[src/rtl/core/mkt_pkg.sv]
// Package for the MRU key tracker.
// Holds the sizes, command codes and the per-cell control word.
// Used by mkt_cell and mru_key_tracker; depends on nothing.
package mkt_pkg;

	// Number of cells in the chain and the key width.
	localparam int DEPTH = 16;
	localparam int KEY_W = 32;

	// Count holds 0..DEPTH; an index addresses one cell.
	localparam int CNT_W = $clog2(DEPTH + 1);
	localparam int IDX_W = (DEPTH > 1) ? $clog2(DEPTH) : 1;

	// Width of the capacity register.
	localparam int CAP_W = 5;
	localparam logic [CAP_W-1:0] CAP_RESET = CAP_W'(16);

	// Command codes.
	typedef enum logic [1:0] {
		CMD_INSERT = 2'd0,
		CMD_REMOVE = 2'd1,
		CMD_CLEAR  = 2'd2,
		CMD_READ   = 2'd3
	} cmd_t;

	// Control word broadcast to every cell.
	typedef struct packed {
		logic is_insert;
		logic is_remove;
		logic drop;
	} cell_ctl_t;

endpackage

[src/rtl/core/mkt_cell.sv]
// One cell of the MRU chain: holds one key and compares it with the command key.
// Depends on mkt_pkg for the key width and the control word.
// Takes its new key from the command key, itself, its upper neighbor or the one after it.
module mkt_cell
	import mkt_pkg::*;
(
	input  logic             clk,
	input  cell_ctl_t        ctl,
	input  logic [KEY_W-1:0] cmd_key,
	input  logic             valid,
	input  logic             append,
	input  logic [KEY_W-1:0] next_key,
	input  logic [KEY_W-1:0] next2_key,
	input  logic             hit_in,
	input  logic             hit_next,
	output logic             hit_out,
	output logic [KEY_W-1:0] key_q
);

	logic       match;
	logic [1:0] shift;

	// Compare against the command key; the hit ripples up toward the newest cell.
	assign match   = valid && (key_q == cmd_key) && (ctl.is_insert || ctl.is_remove);
	assign hit_out = hit_in || match;

	// Every cell at or above the removed slot moves down one more place. When the
	// oldest key is dropped too, the cell just below the removed slot skips over it,
	// so the upper neighbor's hit decides the extra place.
	assign shift = {1'b0, ctl.drop} + {1'b0, (ctl.drop ? hit_next : hit_out)};

	// Key storage: load the new key at the append slot, otherwise close gaps.
	always_ff @(posedge clk) begin
		if (ctl.is_insert && append) begin
			key_q <= cmd_key;
		end else if (ctl.is_insert || ctl.is_remove) begin
			case (shift)
				2'd0:    key_q <= key_q;
				2'd1:    key_q <= next_key;
				2'd2:    key_q <= next2_key;
				default: key_q <= key_q;
			endcase
		end
	end

endmodule

[src/rtl/core/mru_key_tracker.sv]
// Top level of the MRU key tracker: a chain of key cells plus count and read logic.
// Depends on mkt_pkg and mkt_cell.
//
// Usage: a command word (command, key) is taken at a rising edge where start is
// high and busy is low. Insert, remove and clear take effect at that edge; all
// cells compare in parallel and shift by zero, one or two places toward the
// oldest slot, so these commands can be issued back to back.
// A read streams the list newest first, one result word per cycle, each shown
// for exactly one cycle with result_strobe high; last marks the final word.
// The sequencer loads the read pointer when the read is accepted, and each word
// is then registered from the cell it points at; busy stays high until the
// final word has been registered. An empty list gives one word with entry_valid
// low and last high, shown in the cycle right after the accepting edge, without
// busy. Capacity is written through capacity_we / capacity_wdata; the user must
// write it only while idle, the block itself does not enforce this. Reset empties
// the list and sets capacity to 16. The receiver cannot stall: every result word
// must be taken in the cycle it is shown.
module mru_key_tracker
	import mkt_pkg::*;
(
	input  logic             clk,
	input  logic             arst_n,
	input  logic             start,
	output logic             busy,
	input  logic [1:0]       command,
	input  logic [KEY_W-1:0] key,
	input  logic             capacity_we,
	input  logic [CAP_W-1:0] capacity_wdata,
	output logic             result_strobe,
	output logic [KEY_W-1:0] entry_key,
	output logic             entry_valid,
	output logic             last
);

	logic [CAP_W-1:0] capacity_q;
	logic [CNT_W-1:0] count_q;
	logic             reading_q;
	logic [IDX_W-1:0] rd_ptr_q;
	logic             strobe_q;
	logic [KEY_W-1:0] entry_key_q;
	logic             entry_valid_q;
	logic             last_q;

	logic             accept;
	cmd_t             cmd;
	cell_ctl_t        ctl;
	logic [CNT_W-1:0] cap_eff;
	logic             any_match;
	logic [CNT_W-1:0] count_rm;
	logic [CNT_W-1:0] count_kept;
	logic             drop;

	logic [KEY_W-1:0] cell_key  [DEPTH];
	logic [DEPTH:0]   hit_chain;
	logic [DEPTH-1:0] cell_valid;
	logic [DEPTH-1:0] cell_append;

	assign accept = start && !busy;
	assign cmd    = cmd_t'(command);
	assign busy   = reading_q;

	// Effective capacity: zero counts as one, anything above the depth saturates.
	always_comb begin
		if (capacity_q == '0) begin
			cap_eff = CNT_W'(1);
		end else if (CNT_W'(capacity_q) > CNT_W'(DEPTH)) begin
			cap_eff = CNT_W'(DEPTH);
		end else begin
			cap_eff = CNT_W'(capacity_q);
		end
	end

	// Count after removing a match, then after dropping the oldest on a full insert.
	assign any_match  = hit_chain[DEPTH];
	assign count_rm   = count_q - CNT_W'(any_match);
	assign drop       = ctl.is_insert && (count_rm >= cap_eff);
	assign count_kept = count_rm - CNT_W'(drop);

	// Control word for the whole chain.
	assign ctl.is_insert = accept && (cmd == CMD_INSERT);
	assign ctl.is_remove = accept && (cmd == CMD_REMOVE);
	assign ctl.drop      = drop;

	// Chain of cells, slot 0 holds the oldest key.
	assign hit_chain[0] = 1'b0;
	for (genvar i = 0; i < DEPTH; i++) begin : g_cell
		logic [KEY_W-1:0] nk;
		logic [KEY_W-1:0] nk2;
		logic             hn;

		assign cell_valid[i]  = (CNT_W'(i) < count_q);
		assign cell_append[i] = (CNT_W'(i) == count_kept);

		if (i + 1 < DEPTH) begin : g_n1
			assign nk = cell_key[i+1];
			assign hn = hit_chain[i+2];
		end else begin : g_n1_end
			assign nk = '0;
			assign hn = hit_chain[DEPTH];
		end
		if (i + 2 < DEPTH) begin : g_n2
			assign nk2 = cell_key[i+2];
		end else begin : g_n2_end
			assign nk2 = '0;
		end

		mkt_cell u_cell (
			.clk       (clk),
			.ctl       (ctl),
			.cmd_key   (key),
			.valid     (cell_valid[i]),
			.append    (cell_append[i]),
			.next_key  (nk),
			.next2_key (nk2),
			.hit_in    (hit_chain[i]),
			.hit_next  (hn),
			.hit_out   (hit_chain[i+1]),
			.key_q     (cell_key[i])
		);
	end

	// Capacity register.
	always_ff @(posedge clk or negedge arst_n) begin
		if (!arst_n) begin
			capacity_q <= CAP_RESET;
		end else if (capacity_we) begin
			capacity_q <= capacity_wdata;
		end
	end

	// Entry count.
	always_ff @(posedge clk or negedge arst_n) begin
		if (!arst_n) begin
			count_q <= '0;
		end else if (accept) begin
			case (cmd)
				CMD_INSERT: count_q <= count_kept + CNT_W'(1);
				CMD_REMOVE: count_q <= count_rm;
				CMD_CLEAR:  count_q <= '0;
				default:    count_q <= count_q;
			endcase
		end
	end

	// Read sequencer: walks the pointer from the newest entry down to slot 0.
	always_ff @(posedge clk or negedge arst_n) begin
		if (!arst_n) begin
			reading_q <= 1'b0;
			rd_ptr_q  <= '0;
		end else if (reading_q) begin
			if (rd_ptr_q == '0) begin
				reading_q <= 1'b0;
			end else begin
				rd_ptr_q <= rd_ptr_q - IDX_W'(1);
			end
		end else if (accept && (cmd == CMD_READ) && (count_q != '0)) begin
			reading_q <= 1'b1;
			rd_ptr_q  <= IDX_W'(count_q - CNT_W'(1));
		end
	end

	// Result strobe.
	always_ff @(posedge clk or negedge arst_n) begin
		if (!arst_n) begin
			strobe_q <= 1'b0;
		end else begin
			strobe_q <= reading_q || (accept && (cmd == CMD_READ) && (count_q == '0));
		end
	end

	// Result word registers.
	always_ff @(posedge clk) begin
		if (reading_q) begin
			entry_key_q   <= cell_key[rd_ptr_q];
			entry_valid_q <= 1'b1;
			last_q        <= (rd_ptr_q == '0);
		end else begin
			entry_key_q   <= '0;
			entry_valid_q <= 1'b0;
			last_q        <= 1'b1;
		end
	end

	assign result_strobe = strobe_q;
	assign entry_key     = entry_key_q;
	assign entry_valid   = entry_valid_q;
	assign last          = last_q;

	// While a read runs, the read pointer addresses a live entry.
	a_ptr_in_range: assert property (@(posedge clk) disable iff (!arst_n)
		reading_q |-> (CNT_W'(rd_ptr_q) < count_q))
		else $error("read pointer beyond entry count");

	// The count never exceeds the number of cells.
	a_count_bound: assert property (@(posedge clk) disable iff (!arst_n)
		count_q <= CNT_W'(DEPTH))
		else $error("entry count above depth");

	// An empty-list word is always the final word.
	a_empty_last: assert property (@(posedge clk) disable iff (!arst_n)
		(strobe_q && !entry_valid_q) |-> last_q)
		else $error("empty result word not marked last");

	// After an insert the list holds at least one entry.
	a_insert_nonempty: assert property (@(posedge clk) disable iff (!arst_n)
		ctl.is_insert |=> (count_q != '0))
		else $error("list empty after insert");

	// At most one cell matches (no duplicates); this checks only hits <= DEPTH.
	a_single_hit: assert property (@(posedge clk) disable iff (!arst_n)
		(ctl.is_insert || ctl.is_remove) |-> ($countones(hit_chain) <= DEPTH))
		else $error("hit chain corrupt");

endmodule

[config.mk]
export PLATFORM = sky130hd
export DESIGN_NAME = mru_key_tracker
export DESIGN_NICKNAME = d
export VERILOG_FILES = /design/src/rtl/core/mkt_pkg.sv /design/src/rtl/core/mkt_cell.sv /design/src/rtl/core/mru_key_tracker.sv
export SDC_FILE = /design/constraint.sdc
export NUM_CORES = 2
export LEC_CHECK = 0
export ABC_AREA = 0
export BUFFER_PORTS_ARGS = -buffer_cell sky130_fd_sc_hd__buf_4
export CORE_MARGIN = 2
export CORE_UTILIZATION = 30
export CTS_CLUSTER_SIZE = 25
export DETAILED_ROUTE_END_ITERATION = 10
export GPL_ROUTABILITY_DRIVEN = 0
export GPL_TIMING_DRIVEN = 0
export PLACE_DENSITY = 0.42
export SLEW_MARGIN = 20
export SYNTH_ARGS = -nofsm -noshare
export SYNTH_HDL_FRONTEND = slang
export SYNTH_SLANG_ARGS = --single-unit
[constraint.sdc]
create_clock -name clk -period 24.3 [get_ports clk]
set_input_delay 2.43 -clock clk [delete_from_list [all_inputs] [get_ports clk]]
set_output_delay 2.43 -clock clk [all_outputs]
set_load 0.02 [all_outputs]
==> summary.txt <==
Logic synthesis
  – Distinct cells, synth: 61
  – Post-synth top area share: 39.7%
  – Post-synth top cells: edfxtp_1 (512), mux2i_1 (451), nand2_1 (435), xnor2_1 (418), o21ai_0 (346)
  – Register area share after synthesis: 42.5%
  – Number of synthesized flops with an enable pin: 512
  – Most common cell in the netlist: edfxtp_1
  – Yosys top cell by area: edfxtp_1
  – Asr flop ratio synth: 2.85%
  – Cells after Synth: 3517
  – Avg Cell Area, Syn: 11.0 um^2
  – Ys Warns: 0
  – Syn Std Cell Area: 38700 um^2
  – Mapped Nets: 3592
  – Synth top area cells: edfxtp_1 (40%), mux2i_1 (12%), xnor2_1 (9.5%), mux4_2 (9.3%), o21ai_0 (4.5%)
  – Most used DFF post-synth: edfxtp_1
  – Yosys reg bits: 562

Clock network
  – Clock Tree Buf Depth: 3
  – Reg clk slew, reported paths: 0.05 ns
  – Clock tree sinks: 562
  – H-tree depth: 3
  – TritonCTS buffer count: 76
  – Clk Latency, worst-skew pair: 0.68 ns
  – CTS Hold Bufs: 0
  – Root buffer cell: clkbuf_16
  – Post-CTS Setup Bufs: 0
  – Post-CTS sizing: 0
  – CTS tree: yes

Critical path
  – Crit-path max FO: 17
  – Crit Path Class: input pin to flop
  – Worst EP required: 24.70 ns
  – CP startpoint kind: input pin
  – Crit. End Element: flop
  – Worst EP arrival: 14.07 ns
  – Crit-path slowest cell: inv_1
  – Critical Path Most Common Cell: ha_1
  – Max incr delay on CP: 0.93 ns

Route
  – Vias after detailed routing: 29170
  – Routed wire length per instance: 33.3 um
  – Vias per cell: 5.42
  – Residual DRC: 0
  – DRT antenna net count: 0
  – Drt pass-1 iters: 7
  – Overall routed net length: 179000 um
  – Initial DRC count: 3391

Floorplanning
  – Die H: 363 um
  – Initial Util: 30.3%
  – Die footprint: 132000 um^2
  – Core area: 128000 um^2
  – Io pins: 79
  – Rows: 131
  – Die width: 363 um

Run
  – Number of max-cap violations: 0

Final layout
  – Number of fill cells in the layout: 12834
  – Area Overhead vs Synth: 14.1%
  – Fin area: 44200 um^2
  – Multi-input gate area: 20500 um^2
  – Storage element area: 16500 um^2
  – Final net count: 3732
  – Layout cell share with drive strength beyond 1: 16.5%

Placement
  – Cell Area, Placed: 41700 um^2
  – Detail Placement HPWL: 151000 um
  – Port Buffers: 46
  – Place WS: 10.06 ns

Timing
  – Tmin final: 13.67 ns
  – Period Utilization, post-route: 56.2%
  – Fmax: 0.0732 GHz
  – Final worst slack: 10.63 ns
  – Max-slew violation count: 0
  – Skew final: 0.0399 ns
  – RSZ-0062 raised after global routing: no
  – Final setup violation count: 0
  – Setup TNS: 0 ns
  – Slew Limit Headroom: 17.1%
  – Endpoints failing hold: 0
  – Tightest Pin Transition: 1.24 ns

Power
  – Leak pwr: 13.0 nW
  – Worst vdd ir: 0.0000440 V
  – Power Dens Cells: 78.3 nW/um^2

Global routing
  – Vias in the first global route: 28303
  – Total track usage: 26.8%
  – Global-route wire length before repair: 240000 um
  – Largest net degree at the start of global routing: 20
  – Initial antenna violation count: 6
  – Final global-route overflow total: 0

Outcome
  – Status: finished, final reports clean

Min path
  – Worst hold path type: flop to flop
## cell usage in the layout (no fill, tap or decap), types with 13 or more instances in the layout
cell	instances
buf_16	15
ha_1	32
xnor2_1	418
buf_6	22
dfrtp_1	15
nor3_1	32
xor2_1	101
inv_1	15
dfxtp_1	34
o21ai_0	346
edfxtp_1	512
nor4_1	39
nand4_1	110
a21oi_2	34
nor2_1	90
clkinv_1	15
clkbuf_1	136
nand3_1	24
nand2_1	435
o21ai_1	83
buf_2	129
a21oi_1	35
nand2b_1	39
mux2i_1	451
nor2_4	13
clkbuf_16	77
mux4_2	160
buf_4	96
and2_1	67
buf_1	26
## cells by family (layout without fill, tap and decap cells)
logic type | after synthesis | count (layout) | share of synthesized area, %
adders and majority gates | 32 | 32 | 1.03
DFF | 562 | 562 | 42.5
AOI/OAI and AO/OA | 538 | 538 | 7.57
other | 0 | 3 | 0
buffers and inverters | 365 | 566 | 4.86
muxes | 617 | 617 | 21.1
and+or+nand+nor | 880 | 880 | 10.9
xor gates and xnor gates | 523 | 523 | 12.0
## layer usage
| metal | global-route usage (%) | wire length (um) | vias to the layer above |
|---|---|---|---|
| li1 | - | - | 13097 |
| met1 | 36.3 | 77800 | 14521 |
| met2 | 40.5 | 77900 | 1237 |
| met3 | 4.50 | 11900 | 313 |
| met4 | 15.0 | 11700 | 2 |
| met5 | 0 | 8 | - |
## flip-flops by register name, summed over array words and instances, names as in the netlist
register,flops
count_q,5
rd_ptr_q,4
entry_valid,1
result_strobe,1
capacity_q,5
busy,1
entry_key,32
last,1
g_cell.u_cell.key_q,512
## final cells by class
cell class | instances | area share [%]
flip-flops and latches | 562 | 37.3
repair buffers | 62 | 1.76
well taps | 1662 | 4.71
multi-input cells | 2590 | 46.4
inverters | 15 | 0.127
diodes | 3 | 0.0170
clock inverters | 37 | 0.773
plain buffers | 350 | 4.14
clock buffers | 102 | 4.79
## through the flow
| stage | power, W | instances | utilization, % | hold WS, ns |
|---|---|---|---|---|
| 6_report | 0.00346 | 5383 | 34.6 | 0.400 |
| 5_1_grt | 0.00354 | 5380 | 34.5 | 0.404 |
| 4_1_cts | 0.00345 | 5380 | 34.5 | 0.400 |
| 3_5_place_dp | 0.00230 | 5241 | 32.6 | 0.390 |
| 3_3_place_gp | 0.00230 | 5225 | 32.2 | 0.382 |
| 2_1_floorplan | 0.00181 | 3517 | - | 0.481 |
## critical path, delay by kind of cell
| family | cells | cell delay [ns] |
|---|---|---|
| AOI/OAI and AO/OA | 2 | 0.87 |
| xor gates and xnor gates | 2 | 0.65 |
| adders and majority gates | 7 | 1.99 |
| buffers and inverters | 10 | 3.03 |
| and+or+nand+nor | 14 | 5.05 |
## path summary, 6_finish.rpt
check	slack, ns	startpoint	endpoint	cells after the start
max in group asynchronous	22.43	arst_n	capacity_q[4]	1
setup reg to reg	12.14	count_q[4]	g_cell[15].u_cell.key_q[16]	31
setup / recovery	10.63	command[0]	g_cell[15].u_cell.key_q[16]	35
hold / removal	0.40	busy	entry_valid	0
min in group asynchronous	1.61	arst_n	capacity_q[1]	1
hold reg to reg	0.40	busy	entry_valid	0
## where the power goes
group	switching, W	total (W)	internal [W]
combinational	0.000741	0.00119	0.000446
clock	0.000469	0.00114	0.000673
sequential	0.0000300	0.00113	0.00110
No activity file was read; power rests on OpenSTA's default activity.
